`src/hdl/itaf_pkg.sv`:
```
// Shared types, constants and helpers for the integer to ASCII formatter.
`timescale 1ns / 1ps
`default_nettype none

package itaf_pkg;

    // Base select codes
    localparam logic [1:0] BASE_HEX = 2'd0;
    localparam logic [1:0] BASE_DEC = 2'd1;
    localparam logic [1:0] BASE_BIN = 2'd2;

    // Sign mode bits
    localparam int SIGN_PLUS_BIT  = 0;
    localparam int SIGN_MINUS_BIT = 1;

    // Fixed field widths
    localparam int NUM_W   = 32;
    localparam int WIDTH_W = 6;
    localparam int CHAR_W  = 8;

    // ASCII codes
    localparam logic [7:0] ASCII_ZERO    = 8'h30;
    localparam logic [7:0] ASCII_LOWER_A = 8'h61;
    localparam logic [7:0] ASCII_SPACE   = 8'h20;
    localparam logic [7:0] ASCII_MINUS   = 8'h2D;
    localparam logic [7:0] ASCII_PLUS    = 8'h2B;
    localparam logic [3:0] DIGIT_TEN     = 4'hA;

    // Divide by ten as multiply by reciprocal, exact for any 32-bit dividend
    localparam logic [31:0] RECIP_10    = 32'hCCCC_CCCD;
    localparam int          RECIP_SHIFT = 35;

    typedef enum logic [1:0] {
        CH_FILL,
        CH_SIGN,
        CH_DIGIT
    } t_char_sel;

    typedef struct packed {
        logic      load;
        logic      mul;
        logic      step;
        logic      prep;
        logic      emit;
        t_char_sel sel;
    } t_dp_cmd;

    typedef struct packed {
        logic in_is_dec;
        logic is_dec;
        logic quo_zero;
        logic fill_done;
        logic has_sign;
        logic idx_zero;
        logic out_free;
    } t_dp_stat;

    function automatic logic [7:0] digit_char(input logic [3:0] d);
        if (d <= 4'd9) begin
            return ASCII_ZERO + {4'd0, d};
        end
        return ASCII_LOWER_A + {4'd0, d} - {4'd0, DIGIT_TEN};
    endfunction

endpackage

`default_nettype wire

```
`src/hdl/itaf_if.sv`:
```
// Valid/ready channel interfaces for number input and character output.
`timescale 1ns / 1ps
`default_nettype none

interface itaf_in_if;
    logic        valid;
    logic        ready;
    logic [31:0] number;
    logic [5:0]  min_width;
    logic [1:0]  base_select;
    logic        zero_fill;
    logic [1:0]  sign_mode;

    modport source (
        output valid, number, min_width, base_select, zero_fill, sign_mode,
        input  ready
    );
    modport sink (
        input  valid, number, min_width, base_select, zero_fill, sign_mode,
        output ready
    );
endinterface

interface itaf_out_if;
    logic       valid;
    logic       ready;
    logic [7:0] character;
    logic       last_char;

    modport source (output valid, character, last_char, input ready);
    modport sink (input valid, character, last_char, output ready);
endinterface

`default_nettype wire

```
`src/hdl/integer_to_ascii_formatter_unit.sv`:
```
// Top level of the integer to ASCII formatter.
//
// Usage:
//   i_in carries one number with its format per beat: min_width (capped at
//   MAX_FIELD_WIDTH), base_select (hex, decimal, binary; code 3 is hex),
//   zero_fill and sign_mode (minus wins over plus). o_out carries one ASCII
//   character per beat: fill, then the sign, then digits most significant
//   first, lowercase hex; last_char marks the final digit.
//   The number is taken modulo 2**min(NUMBER_BITS, 32).
// Timing:
//   One number at a time. i_in.ready is high only while the block is idle.
//   Digit extraction splits off one digit per step; in decimal each step is
//   a 32x32 reciprocal multiply, then remainder fix-up. Then a setup step,
//   the characters one by one, paused while the receiver stalls, and an
//   empty pass when the fill runs out. The first character waits for the
//   conversion and the setup step, and when there is no fill also for the
//   empty pass through the fill state.
// Reset and stall:
//   Synchronous active-low reset returns the sequencer to idle and clears the
//   output valid flag. A stalled receiver holds the current beat in the output
//   register and pauses emission; nothing is lost.
`timescale 1ns / 1ps
`default_nettype none

module integer_to_ascii_formatter_unit #(
    parameter int NUMBER_BITS     = 32,
    parameter int MAX_FIELD_WIDTH = 63
) (
    input  wire logic   i_clk,
    input  wire logic   i_rst_n,
    itaf_in_if.sink     i_in,
    itaf_out_if.source  o_out
);
    import itaf_pkg::*;

    localparam int VAL_W = (NUMBER_BITS < NUM_W) ? NUMBER_BITS : NUM_W;

    t_dp_cmd  cmd;
    t_dp_stat stat;

    itaf_ctrl u_ctrl (
        .i_clk      (i_clk),
        .i_rst_n    (i_rst_n),
        .i_in_valid (i_in.valid),
        .o_in_ready (i_in.ready),
        .i_stat     (stat),
        .o_cmd      (cmd)
    );

    itaf_dp #(
        .VAL_W           (VAL_W),
        .MAX_FIELD_WIDTH (MAX_FIELD_WIDTH)
    ) u_dp (
        .i_clk         (i_clk),
        .i_rst_n       (i_rst_n),
        .i_number      (i_in.number),
        .i_min_width   (i_in.min_width),
        .i_base_select (i_in.base_select),
        .i_zero_fill   (i_in.zero_fill),
        .i_sign_mode   (i_in.sign_mode),
        .i_out_ready   (o_out.ready),
        .o_out_valid   (o_out.valid),
        .o_character   (o_out.character),
        .o_last_char   (o_out.last_char),
        .i_cmd         (cmd),
        .o_stat        (stat)
    );

endmodule

`default_nettype wire

```
`src/hdl/itaf_ctrl.sv`:
```
// Sequencer for digit extraction and character emission.
`timescale 1ns / 1ps
`default_nettype none

module itaf_ctrl (
    input  wire logic              i_clk,
    input  wire logic              i_rst_n,
    input  wire logic              i_in_valid,
    output logic                   o_in_ready,
    input  wire itaf_pkg::t_dp_stat i_stat,
    output itaf_pkg::t_dp_cmd       o_cmd
);
    import itaf_pkg::*;

    typedef enum logic [2:0] {
        S_IDLE,
        S_MUL,
        S_DIG,
        S_PREP,
        S_FILL,
        S_SIGN,
        S_DIGS
    } t_state;

    t_state  r_state;
    t_state  n_state;
    t_dp_cmd cmd;

    // Decode commands and next state
    always_comb begin
        n_state = r_state;
        cmd     = '0;
        cmd.sel = CH_FILL;
        case (r_state)
            S_IDLE: begin
                if (i_in_valid) begin
                    cmd.load = 1'b1;
                    n_state  = i_stat.in_is_dec ? S_MUL : S_DIG;
                end
            end
            S_MUL: begin
                cmd.mul = 1'b1;
                n_state = S_DIG;
            end
            S_DIG: begin
                cmd.step = 1'b1;
                if (i_stat.quo_zero) begin
                    n_state = S_PREP;
                end else begin
                    n_state = i_stat.is_dec ? S_MUL : S_DIG;
                end
            end
            S_PREP: begin
                cmd.prep = 1'b1;
                n_state  = S_FILL;
            end
            S_FILL: begin
                if (i_stat.fill_done) begin
                    n_state = i_stat.has_sign ? S_SIGN : S_DIGS;
                end else if (i_stat.out_free) begin
                    cmd.emit = 1'b1;
                    cmd.sel  = CH_FILL;
                end
            end
            S_SIGN: begin
                if (i_stat.out_free) begin
                    cmd.emit = 1'b1;
                    cmd.sel  = CH_SIGN;
                    n_state  = S_DIGS;
                end
            end
            S_DIGS: begin
                if (i_stat.out_free) begin
                    cmd.emit = 1'b1;
                    cmd.sel  = CH_DIGIT;
                    if (i_stat.idx_zero) begin
                        n_state = S_IDLE;
                    end
                end
            end
            default: begin
                n_state = S_IDLE;
            end
        endcase
    end

    // Hold state
    always_ff @(posedge i_clk) begin
        if (!i_rst_n) begin
            r_state <= S_IDLE;
        end else begin
            r_state <= n_state;
        end
    end

    assign o_in_ready = (r_state == S_IDLE);
    assign o_cmd      = cmd;

endmodule

`default_nettype wire

```
`src/hdl/itaf_dp.sv`:
```
// Datapath: value register, divide step, digit store, counters, output register.
`timescale 1ns / 1ps
`default_nettype none

module itaf_dp #(
    parameter int VAL_W           = 32,
    parameter int MAX_FIELD_WIDTH = 63
) (
    input  wire logic                 i_clk,
    input  wire logic                 i_rst_n,
    input  wire logic [31:0]          i_number,
    input  wire logic [5:0]           i_min_width,
    input  wire logic [1:0]           i_base_select,
    input  wire logic                 i_zero_fill,
    input  wire logic [1:0]           i_sign_mode,
    input  wire logic                 i_out_ready,
    output logic                      o_out_valid,
    output logic [7:0]                o_character,
    output logic                      o_last_char,
    input  wire itaf_pkg::t_dp_cmd    i_cmd,
    output itaf_pkg::t_dp_stat        o_stat
);
    import itaf_pkg::*;

    localparam int DIG_N = VAL_W;
    localparam int IDX_W = $clog2(DIG_N);
    localparam int ND_W  = $clog2(DIG_N + 1);

    logic [VAL_W-1:0]   r_val;
    logic [VAL_W-1:0]   r_quo;
    logic [1:0]         r_base;
    logic [WIDTH_W-1:0] r_width;
    logic               r_zero_fill;
    logic               r_sign_en;
    logic               r_sign_minus;
    logic [3:0]         r_dig [DIG_N];
    logic [ND_W-1:0]    r_nd;
    logic [IDX_W-1:0]   r_rd_idx;
    logic [WIDTH_W-1:0] r_fill;
    logic               r_valid;
    logic [7:0]         r_char;
    logic               r_last;

    logic [63:0]        prod;
    logic [VAL_W-1:0]   quo;
    logic [VAL_W-1:0]   quo_x10;
    logic [VAL_W-1:0]   diff;
    logic [3:0]         rem;
    logic [WIDTH_W-1:0] nd_ext;
    logic [WIDTH_W-1:0] width_sat;
    logic [7:0]         n_char;

    // Reciprocal product for the decimal divide
    assign prod = {32'd0, 32'(r_val)} * {32'd0, RECIP_10};

    // Split off one digit in the chosen base
    always_comb begin
        quo_x10 = '0;
        diff    = '0;
        case (r_base)
            BASE_DEC: begin
                quo     = r_quo;
                quo_x10 = (r_quo << 3) + (r_quo << 1);
                diff    = r_val - quo_x10;
                rem     = diff[3:0];
            end
            BASE_BIN: begin
                quo = r_val >> 1;
                rem = {3'd0, r_val[0]};
            end
            default: begin
                quo = r_val >> 4;
                rem = r_val[3:0];
            end
        endcase
    end

    assign nd_ext    = WIDTH_W'(r_nd);
    assign width_sat = (i_min_width > WIDTH_W'(MAX_FIELD_WIDTH))
                     ? WIDTH_W'(MAX_FIELD_WIDTH) : i_min_width;

    // Pick the character for this beat
    always_comb begin
        case (i_cmd.sel)
            CH_FILL:  n_char = r_zero_fill ? ASCII_ZERO : ASCII_SPACE;
            CH_SIGN:  n_char = r_sign_minus ? ASCII_MINUS : ASCII_PLUS;
            CH_DIGIT: n_char = digit_char(r_dig[r_rd_idx]);
            default:  n_char = ASCII_SPACE;
        endcase
    end

    // Load format, iterate digits, count down fill and read index
    always_ff @(posedge i_clk) begin
        if (i_cmd.load) begin
            r_val        <= i_number[VAL_W-1:0];
            r_base       <= i_base_select;
            r_width      <= width_sat;
            r_zero_fill  <= i_zero_fill;
            r_sign_en    <= i_sign_mode[SIGN_MINUS_BIT] | i_sign_mode[SIGN_PLUS_BIT];
            r_sign_minus <= i_sign_mode[SIGN_MINUS_BIT];
            r_nd         <= '0;
        end
        if (i_cmd.mul) begin
            r_quo <= VAL_W'(prod[63:RECIP_SHIFT]);
        end
        if (i_cmd.step) begin
            r_dig[r_nd[IDX_W-1:0]] <= rem;
            r_nd                   <= r_nd + 1'b1;
            r_val                  <= quo;
        end
        if (i_cmd.prep) begin
            r_fill   <= (r_width > nd_ext) ? (r_width - nd_ext) : '0;
            r_rd_idx <= IDX_W'(r_nd - 1'b1);
        end
        if (i_cmd.emit && i_cmd.sel == CH_FILL) begin
            r_fill <= r_fill - 1'b1;
        end
        if (i_cmd.emit && i_cmd.sel == CH_DIGIT) begin
            r_rd_idx <= r_rd_idx - 1'b1;
        end
    end

    // Output register: fill on emit, drop when taken
    always_ff @(posedge i_clk) begin
        if (!i_rst_n) begin
            r_valid <= 1'b0;
        end else if (i_cmd.emit) begin
            r_valid <= 1'b1;
        end else if (i_out_ready) begin
            r_valid <= 1'b0;
        end
    end

    always_ff @(posedge i_clk) begin
        if (i_cmd.emit) begin
            r_char <= n_char;
            r_last <= (i_cmd.sel == CH_DIGIT) && (r_rd_idx == '0);
        end
    end

    assign o_out_valid = r_valid;
    assign o_character = r_char;
    assign o_last_char = r_last;

    assign o_stat.in_is_dec = (i_base_select == BASE_DEC);
    assign o_stat.is_dec    = (r_base == BASE_DEC);
    assign o_stat.quo_zero  = (quo == '0);
    assign o_stat.fill_done = (r_fill == '0);
    assign o_stat.has_sign  = r_sign_en;
    assign o_stat.idx_zero  = (r_rd_idx == '0);
    assign o_stat.out_free  = !r_valid || i_out_ready;

endmodule

`default_nettype wire

```
`src/flat_wrapper.sv`:
```
// flat-port wrapper written by rule: the top's interface ports become plain ports
module integer_to_ascii_formatter_unit_flat import itaf_pkg::*;
#(
    parameter int NUMBER_BITS     = 32,
    parameter int MAX_FIELD_WIDTH = 63
)
  (i_clk, i_rst_n, i_in_valid, i_in_number, i_in_min_width, i_in_base_select, i_in_zero_fill, i_in_sign_mode, i_in_ready, o_out_valid, o_out_character, o_out_last_char, o_out_ready);
  itaf_in_if i_in_i ();
  itaf_out_if o_out_i ();
  input  wire logic i_clk;
  input  wire logic i_rst_n;
  input wire logic [$bits(i_in_i.valid)-1:0] i_in_valid;
  input wire logic [$bits(i_in_i.number)-1:0] i_in_number;
  input wire logic [$bits(i_in_i.min_width)-1:0] i_in_min_width;
  input wire logic [$bits(i_in_i.base_select)-1:0] i_in_base_select;
  input wire logic [$bits(i_in_i.zero_fill)-1:0] i_in_zero_fill;
  input wire logic [$bits(i_in_i.sign_mode)-1:0] i_in_sign_mode;
  output wire logic [$bits(i_in_i.ready)-1:0] i_in_ready;
  output wire logic [$bits(o_out_i.valid)-1:0] o_out_valid;
  output wire logic [$bits(o_out_i.character)-1:0] o_out_character;
  output wire logic [$bits(o_out_i.last_char)-1:0] o_out_last_char;
  input wire logic [$bits(o_out_i.ready)-1:0] o_out_ready;
  assign i_in_i.valid = i_in_valid;
  assign i_in_i.number = i_in_number;
  assign i_in_i.min_width = i_in_min_width;
  assign i_in_i.base_select = i_in_base_select;
  assign i_in_i.zero_fill = i_in_zero_fill;
  assign i_in_i.sign_mode = i_in_sign_mode;
  assign i_in_ready = i_in_i.ready;
  assign o_out_valid = o_out_i.valid;
  assign o_out_character = o_out_i.character;
  assign o_out_last_char = o_out_i.last_char;
  assign o_out_i.ready = o_out_ready;
  integer_to_ascii_formatter_unit #(.NUMBER_BITS(NUMBER_BITS), .MAX_FIELD_WIDTH(MAX_FIELD_WIDTH)) u_core (.i_clk(i_clk), .i_rst_n(i_rst_n), .i_in(i_in_i), .o_out(o_out_i));
endmodule
```
`config.mk`:
```
export PLATFORM = sky130hd
export DESIGN_NAME = integer_to_ascii_formatter_unit_flat
export DESIGN_NICKNAME = d
export VERILOG_FILES = /design/src/hdl/itaf_pkg.sv /design/src/hdl/itaf_if.sv /design/src/hdl/integer_to_ascii_formatter_unit.sv /design/src/hdl/itaf_ctrl.sv /design/src/hdl/itaf_dp.sv /design/src/flat_wrapper.sv
export SDC_FILE = /design/constraint.sdc
export NUM_CORES = 1
export LEC_CHECK = 0
export BUFFER_PORTS_ARGS = -buffer_cell sky130_fd_sc_hd__buf_2
export CAP_MARGIN = 10
export CORE_MARGIN = 4
export CORE_UTILIZATION = 60
export DETAILED_ROUTE_END_ITERATION = 16
export PLACE_DENSITY = 0.76
export SLEW_MARGIN = 20
export SYNTH_ARGS = -nofsm -noshare
export SYNTH_HDL_FRONTEND = slang
export SYNTH_SLANG_ARGS = --single-unit
```
`constraint.sdc`:
```
create_clock -name i_clk -period 8.5 [get_ports i_clk]
set_clock_uncertainty 0.15 [all_clocks]
set_input_delay 1.7 -clock i_clk [delete_from_list [all_inputs] [get_ports i_clk]]
set_output_delay 1.7 -clock i_clk [all_outputs]
set_load 0.01 [all_outputs]
```
==> results of run 1 <==
[cell families after synthesis]
family | Yosys count
AO/OA/AOI/OAI | 322
XOR/XNOR | 91
adder cells (fa/ha/maj) | 755
buffers and inverters | 655
flip-flops | 234
multiplexers | 53
other | 1
AND/OR/NAND/NOR | 424
[state kept, by name, indices dropped and copies added, names as in the netlist, named ones only]
| register | cells |
|---|---|
| u_core.u_dp.nd_ext | 6 |
| u_core.u_dp.r_val | 32 |
| u_core.u_dp.o_last_char | 1 |
| u_core.u_dp.o_out_valid | 1 |
| u_core.u_dp.r_dig | 128 |
| u_core.u_dp.r_fill | 6 |
| u_core.u_ctrl.r_state | 3 |
| u_core.u_dp.r_rd_idx | 5 |
| u_core.u_dp.r_width | 6 |
| u_core.u_dp.o_character | 7 |
| u_core.u_dp.r_quo | 29 |
| u_core.u_dp.r_sign_minus | 1 |
| u_core.u_dp.r_sign_en | 1 |
| u_core.u_dp.r_zero_fill | 1 |
| u_core.u_dp.r_base | 2 |
[tightest hold or removal path, cell delays in order, from the launching register on]
cell and delay, ps:
edfxtp_1 370, nand2_1 50, o21ai_0 80
[layout make-up]
type,instances,area (um^2)
Tap cell,600,751
Clock buffer,32,703
Timing Repair Buffer,79,460
Multi-Input combinational cell,1646,18200
Clock inverter,16,231
Inverter,587,2200
Sequential cell,234,6940
Fill cell,3607,15900
[cell usage after synthesis (9+ instances only)]
cell type  count  area share, %
ha_1         367             17
inv_1        585            8.0
edfxtp_1     225             24
o21bai_1      12           0.33
a31oi_1       10           0.23
nor3_1        22           0.40
dfxtp_1        9           0.65
o21ai_0       64            1.2
nand4_1       17           0.39
and2_1        16           0.36
xnor2_1       46            1.5
mux2i_1        9           0.33
nor2b_1       15           0.34
a221oi_1      13           0.41
a21oi_1       85            1.5
clkbuf_1      54           0.73
a21o_1        42            1.1
fa_1         388             28
nor2_1        82            1.1
xor2_1        45            1.4
nor4_1        12           0.27
nand3_1       31           0.56
nand2b_1       9           0.20
mux4_2        40            3.3
nand2_1      189            2.6
o21ai_1       15           0.27
a22oi_1       22           0.60
[routing by layer]
metal  up-vias  global-route usage [%]  part of all wire (%)
li1       8402                       -                     -
met1      9645                    49.3                    40
met4         6                    13.2                   4.7
met3       207                    8.03                   8.9
met2       915                    57.7                    46
met5         -                       0                 0.053
[cell usage in the layout, fill, tap and decap left out, drive strengths merged, types with 15 or more instances in the layout]
cell,synthesis,layout
inv,586,589
fa,388,388
ha,367,367
edfxtp,225,225
nand2,189,189
a21oi,85,85
nor2,82,82
o21ai,79,79
buf,14,79
xnor2,46,46
xor2,45,45
a21o,42,42
mux4,40,40
clkbuf,54,32
nand3,31,31
nor3,22,22
a22oi,22,22
nand4,17,17
and2,16,16
nor2b,15,15
[through the flow]
step                cells  setup WS, ps  instance area, um^2  util [%]
CTS                  3193           257                29500      65.0
finish               3194           248                29500      65.0
detailed placement   3145           288                28500      62.9
floorplan            2535          1580                27600         -
global placement     3145           303                28500      62.9
global route         3194          19.8                29500      65.0
[worst max-delay path by stage]
stage,end,slack [ps],startpoint,depth (start not counted)
6_report,u_core.u_dp.r_quo[26],250,u_core.u_dp.r_val[15],22
2_1_floorplan,u_core.u_dp.r_quo[28],1580,u_core.u_dp.r_val[7],22
3_3_place_gp,u_core.u_dp.r_quo[26],300,u_core.u_dp.r_val[3],19
4_1_cts,u_core.u_dp.r_quo[26],260,u_core.u_dp.r_val[15],22
3_5_place_dp,u_core.u_dp.r_quo[26],290,u_core.u_dp.r_val[15],22
5_1_grt,u_core.u_dp.r_quo[26],20,u_core.u_dp.r_val[15],22
==> flow_summary.toml, run 1 <==
[logic_synthesis]
ys_ff_latch = 234
syn_area_mm2 = 0.0276
synthSimpleGateAreaFrac_pct = 7.01
avgSynthCellArea_um2 = 10.9
synth-main-ff-cell = "edfxtp_1"
synth_edf_count = 225
synthMuxAreaShare_pct = 3.75
synth-seq-area-share_pct = 25.1
synth_xor_area_share_pct = 2.89
synth_compound_area_share_pct = 7.37
ys_async_sr_fraction_pct = 0
synth_adder_area_share_pct = 44.8
synth_cells = 2535
synth_nets = 3337
yosysWarningCount = 0
synth_top_family_by_area = "adder cells"
synth_cell_type_count = 68

[outcome]
status = "completed"

[critical_path]
crit_chain = "ha_1, inv_1, fa_1, inv_1, fa_1, inv_1, fa_1, inv_1, fa_1, fa_1, fa_1, fa_1, ha_1, nand2_1, nor4_1, nand3_1, a311oi_2, o311ai_1, buf_4, o31ai_1, a21oi_1, xnor2_1"
crit_path_end_kind = "flop"
cpMaxStageDelayCell = "edfxtp_1"
crit_buf_inv = 5
reg2reg_from = "u_core.u_dp.r_val[15]"
cp_common_cell = "fa_1"
r2r-end = "u_core.u_dp.r_quo[26]"
required_ps = 8680
cp_max_fo = 8
critPathMaxStageDelay_ps = 640
critPathArrivalTime_ps = 8440
r2r_cells = 22
cp_top_family = "adder cells"
r2r_slack_ps = 250
start_kind = "flop"
path_class = "reg -> reg"

[timing]
finalHoldViolCount = 0
tightest_slew_ps = 1050
setup_viol = 0
max_freq_ghz = 0.121
period_needed_ps = 8250
fin_hold_ws_ps = 391
slew_violations = 0
rsz0062_at_grt = "no"
setup_tns_ps = 0
relSlewSlack_pct = 30.3
period_share_pct = 97.1

[drt]
wl_mm = 88.1
num_vias = 19200
drtPass1Iterations = 5
ant_nets = 0
viasPerCell = 6.00
wl_per_cell_um = 27.6
drt_iter0_markers = 1920
drcViolationCount = 0

[floorplanning]
die_area_mm2 = 0.0495
die_h_um = 222
dieWidth_um = 222
coreArea_mm2 = 0.0454
pin_count = 58
fp-row-count = 78
start_util_pct = 60.8

[cts]
cts.sinks = 234
cts-resized-gates = 0
cts_setup_buffers = 0
path_clk_slew_ps = 60
clockBufferDepth = 3
htreeDepth = 1
cts_hold_buffers = 0
cts_tree = "built"
numCtsBuffers = 26
clock_latency_ps = 590
cts-root-buf = "clkbuf_16"

[finish]
nets = 3376
n_antenna_cell = 0
drive_above_1_share_pct = 7.09
area_growth_pct = 6.92

[global_routing]
grt_pass1_wl_mm = 132
grt.total_usage_pct = 36.2
grt_pass1_vias = 20500
grt_overflow = 0
grt_max_degree = 65
antenna_found_initial = 3

[flow_run]
maxCapViolCount = 0

[worst_hold_path]
min_path_cells = 2
worstHoldPathType = "reg -> reg"
hp-start = "u_core.u_dp.r_rd_idx[1]"

[placed_design]
portBuffers = 56
dp.final_hpwl_mm = 74.7
gp_congestion = 1.04
Power of run 1 is not shown: default switching activity piles up to over one toggle a cycle in this logic, so the estimate is an artifact.
==> run 2: changes to the inputs <==
- REMOVE_ABC_BUFFERS: not set -> 1
==> run 2 against run 1 <==
Via count grew 0.76%. Sequential share of layout area about the same. Die area is the same. Utilization is 0.052 points lower. Wire length decreased by 4.1%. Highest routed layer unchanged. Count of clock-buffer cells in the layout rose by 4. Hold slack lost 14 ps. Cell count about the same. Largest cell class unchanged. Final area about the same. First-iteration DRC count up 21%. Non-clock buffer count fell by 4.
==> flow_summary.toml, run 2 (same netlist as run 1, synthesis figures left out) <==
[outcome]
status = "completed"

[worst_hold_path]
min_path_cells = 2
hp-start = "u_core.u_dp.r_rd_idx[0]"
worstHoldPathType = "reg -> reg"

[cts]
cts-root-buf = "clkbuf_16"
path_clk_slew_ps = 60
htreeDepth = 1
cts.sinks = 234
clock_latency_ps = 590
cts_tree = "built"
clockBufferDepth = 3
cts_setup_buffers = 0
numCtsBuffers = 27

[finish]
nFillCells = 3561
largest_reg_flops = 128
final_cell_mix = "inv_1 (585), fa_1 (388), ha_1 (366)"
final_common_cell = "inv_1"
n_antenna_cell = 0
area_growth_pct = 6.83
ff_latch_area_mm2 = 0.00694
drive_above_1_share_pct = 6.91
nets = 3373
multi_input_area_mm2 = 0.0182

[floorplanning]
die_area_mm2 = 0.0495
dieWidth_um = 222
start_util_pct = 60.8
coreArea_mm2 = 0.0454
die_h_um = 222
pin_count = 58
fp-row-count = 78

[global_routing]
grt_pass1_wl_mm = 127
grt_max_degree = 65
grt.total_usage_pct = 34.5
grt_pass1_vias = 20200
grt_overflow = 0
antenna_found_initial = 2

[timing]
rsz0062_at_grt = "no"
slew_violations = 0
tightest_slew_ps = 946
setup_viol = 0
period_share_pct = 94.8
relSlewSlack_pct = 36.2
period_needed_ps = 8060
finalHoldViolCount = 0
setup_tns_ps = 0
max_freq_ghz = 0.124

[critical_path]
crit_path_end_kind = "flop"
cp_max_fo = 10
required_ps = 8680
cp_top_family = "adder cells"
critPathMaxStageDelay_ps = 640
crit_chain = "ha_1, xor2_1, a21o_1, fa_1, fa_1, fa_1, fa_1, inv_1, fa_1, inv_1, ha_1, ha_1, nand2_1, nor4_1, nand3_1, a311oi_2, o311ai_1, buf_4, o31ai_1, a21oi_1, xnor2_1"
r2r_cells = 21
cpMaxStageDelayCell = "edfxtp_1"
cp_common_cell = "fa_1"
crit_buf_inv = 3
start_kind = "flop"
r2r-end = "u_core.u_dp.r_quo[26]"
critPathArrivalTime_ps = 8240
path_class = "reg -> reg"
reg2reg_from = "u_core.u_dp.r_val[6]"
r2r_slack_ps = 440

[drt]
wl_mm = 84.5
ant_nets = 0
drtPass1Iterations = 8
drt_iter0_markers = 2323
viasPerCell = 6.05
num_vias = 19300
wl_per_cell_um = 26.5
drcViolationCount = 0

[placed_design]
dp.final_hpwl_mm = 71.3
portBuffers = 56
gp_congestion = 1.02

[flow_run]
maxCapViolCount = 0
==> run 2: how the worst max path moves through the flow <==
stage | startpoint | endpoint | cells past startpoint | slack, ps
floorplan | u_core.u_dp.r_val[19] | u_core.u_dp.r_quo[28] | 20 | 1590
global placement | u_core.u_dp.r_val[3] | u_core.u_dp.r_quo[26] | 21 | 440
detailed placement | u_core.u_dp.r_val[6] | u_core.u_dp.r_quo[26] | 21 | 400
CTS | u_core.u_dp.r_val[3] | u_core.u_dp.r_quo[26] | 21 | 330
global route | u_core.u_dp.r_val[22] | u_core.u_dp.r_quo[26] | 24 | 130
finish | u_core.u_dp.r_val[6] | u_core.u_dp.r_quo[26] | 21 | 440
==> run 2: worst min-delay path, stage by stage (launching register included) <==
cell and delay (ps):
edfxtp_1 370, nand2_1 60, nand2_1 60
==> run 2: metal layers <==
metal	global-route usage (%)	share of wire, %	routed length, um
met1	47.1	40	33700
met2	54.9	46	39200
met3	8.59	9.6	8090
met4	11.6	4.2	3510
met5	0	0.032	27
==> run 2: what timing repair did <==
item	in CTS	in global routing
resized for setup	0	1
setup endpoints to repair	0	1
hold buffers	0	0
==> run 2: area by class of cell <==
class / instances / area share [%]
clock inverter: 14 / 0.641
timing repair buffer: 75 / 1.45
sequential: 234 / 23.5
clock buffer: 36 / 2.51
tap: 600 / 2.55
inverter: 587 / 7.47
multi-input combinational: 1646 / 61.8
==> run 2: stage by stage <==
stage | hold slack, ps | utilization (%) | cells | setup slack [ps] | cell area [um^2]
3_3_place_gp | 363 | 62.8 | 3141 | 437 | 28500
6_report | 377 | 65.0 | 3192 | 439 | 29500
2_1_floorplan | 316 | - | 2467 | 1590 | 27300
4_1_cts | 375 | 64.9 | 3191 | 329 | 29400
5_1_grt | 391 | 65.0 | 3192 | 134 | 29500
3_5_place_dp | 353 | 62.8 | 3141 | 395 | 28500
Power of run 2 is left out for the same reason.
==> run 3: changes to the inputs <==
- SYNTH_HIERARCHICAL: not set -> 1
==> run 3 against run 2 <==
Cell count is 4.1% lower. Non-clock buffer count up 19. Critical path depth up 2. Count of clock-buffer cells in the layout fell by 10. Utilization increased by 0.59 points. Synthesized cell count shrank 5.7%. Worst setup slack got worse by 140 ps. Area after synthesis shrank 1.1%. Via count shrank 5.9%.
==> flow_summary.toml, run 3 <==
[finish]
nFillCells = 3392
area_growth_pct = 7.14
stdcell_count = 3061
final_cell_mix = "inv_1 (564), fa_1 (387), ha_1 (366)"
nets = 3250
largest_reg_flops = 128
n_antenna_cell = 0
final_common_cell = "inv_1"
drive_above_1_share_pct = 9.48

[floorplanning]
coreArea_mm2 = 0.0446
die_area_mm2 = 0.0490
start_util_pct = 61.2
die_h_um = 221
fp-row-count = 77
dieWidth_um = 221
pin_count = 58

[global_routing]
grt_pass1_wl_mm = 117
grt_overflow = 0
grt_pass1_vias = 19500
grt.total_usage_pct = 31.5
antenna_found_initial = 0
grt_max_degree = 63

[logic_synthesis]
synth_cell_type_count = 75
yosysWarningCount = 6
ys_ff_latch = 234
avgSynthCellArea_um2 = 11.4
synth_edf_count = 225
synth_cells = 2390
synth_top_cell_area_share_pct = 28.4
yosys.cell_count.top_type = "inv_1"
synth-main-ff-cell = "edfxtp_1"
ys_async_sr_fraction_pct = 0
synthTopCellsByCount = "inv_1 (564), fa_1 (387), ha_1 (367), edfxtp_1 (225), nand2_1 (98)"
syn_area_mm2 = 0.0273
synth.area.top_cells = "fa_1 (28%), edfxtp_1 (25%), ha_1 (17%), inv_1 (7.8%), mux4_2 (3.3%)"
yosysTopAreaCell = "fa_1"
synth-seq-area-share_pct = 25.4

[drt]
num_vias = 18200
drcViolationCount = 0
wl_mm = 76.5
drt_iter0_markers = 1660
wl_per_cell_um = 25.0
drtPass1Iterations = 6
viasPerCell = 5.94
ant_nets = 0

[worst_hold_path]
worstHoldPathType = "reg -> reg"
hp-start = "u_core/u_dp/r_rd_idx[1]"
min_path_cells = 2

[placed_design]
gp_congestion = 1.03
placed_cells = 3012
portBuffers = 56
dp.final_hpwl_mm = 64.7

[critical_path]
r2r-end = "u_core/u_dp/r_quo[20]"
start_kind = "flop"
path_class = "reg -> reg"
crit_path_end_kind = "flop"
critPathArrivalTime_ps = 8370
required_ps = 8670
cp_max_fo = 10
r2r_slack_ps = 300
reg2reg_from = "u_core/u_dp/r_val[7]"
r2r_cells = 23

[timing]
period_share_pct = 96.5
tightest_slew_ps = 885
relSlewSlack_pct = 40.4
setup_viol = 0
finalHoldViolCount = 0
max_freq_ghz = 0.122
slew_violations = 0
rsz0062_at_grt = "no"
period_needed_ps = 8200
fin_hold_ws_ps = 362
setup_tns_ps = 0

[cts]
cts-resized-gates = 0
cts_tree = "built"
clockBufferDepth = 3
cts.sinks = 234
path_clk_slew_ps = 60
numCtsBuffers = 26
clock_latency_ps = 570
cts_setup_buffers = 0
cts_hold_buffers = 0
cts-root-buf = "clkbuf_16"
htreeDepth = 1

[flow_run]
maxCapViolCount = 0

[outcome]
status = "completed"
-- run 3: cell count changes after synthesis, sizes merged, moves of 7 or more --
| cell | before | now |
|---|---|---|
| a21oi | 85 | 76 |
| inv | 586 | 564 |
| mux2 | 4 | 32 |
| nand2 | 189 | 98 |
| nand3 | 31 | 21 |
| nor2 | 82 | 72 |
| nor3 | 22 | 15 |
| o21ai | 79 | 64 |
| xor2 | 45 | 52 |
-- run 3: per-layer routing --
layer  global-route usage [%]  up-vias  wire [um]
li1                         -     7992          -
met1                     40.9     9237      29900
met2                     53.4      773      37500
met3                     6.31      169       5880
met4                     10.9        0       3240
met5                        0        -          0
-- run 3: how the worst max path moves through the flow --
stage                           from               endpoint  slack (ps)  cells after the start
3_3_place_gp    u_core/u_dp/r_val[7]  u_core/u_dp/r_quo[20]         540                     23
3_5_place_dp    u_core/u_dp/r_val[7]  u_core/u_dp/r_quo[20]         410                     23
2_1_floorplan   u_core/u_dp/r_val[8]  u_core/u_dp/r_quo[22]        1470                     23
5_1_grt        u_core/u_dp/r_val[13]  u_core/u_dp/r_quo[20]         120                     23
6_report        u_core/u_dp/r_val[7]  u_core/u_dp/r_quo[20]         300                     23
4_1_cts         u_core/u_dp/r_val[7]  u_core/u_dp/r_quo[20]         420                     23
-- run 3: layout make-up --
class	instances	area, um^2	share of cell area (%)
clock buffers	26	651	2.23
clock inverters	22	239	0.817
inverters	564	2120	7.24
multi-input cells	1529	18000	61.5
flip-flops and latches	234	6940	23.7
well taps	592	741	2.53
repair buffers	94	569	1.95
-- run 3: critical path, stage by stage, from the launching register on --
cell      delay, ps
edfxtp_1        700
ha_1            540
xor2_1          160
ha_1            230
a21o_1          180
fa_1            550
inv_1            60
fa_1            520
inv_1            70
fa_1            550
fa_1            440
fa_1            510
fa_1            420
ha_1            350
a21oi_1         300
o21ai_0         160
or4_1           470
nor3_1          290
a211o_1         390
nand2_1         140
a21oi_1         300
nor2b_1         250
o21ai_1         100
xor2_1          150
-- run 3: metrics by stage --
stage          util [%]  worst slack, ps  area, um^2
6_report           65.5              298       29200
3_5_place_dp       63.5              408       28300
2_1_floorplan         -             1470       27000
4_1_cts            65.5              418       29200
3_3_place_gp       63.5              542       28300
5_1_grt            65.5              115       29200
-- run 3: cells by family after synthesis --
logic type | synth area share, %
adders and majority gates | 45.2
buffers and inverters | 8.89
and+or+nand+nor | 5.50
AOI/OAI and AO/OA | 6.86
DFF | 25.4
xor gates and xnor gates | 3.05
muxes | 5.04
other | 0.0137
Power of run 3 is left out for the same reason.
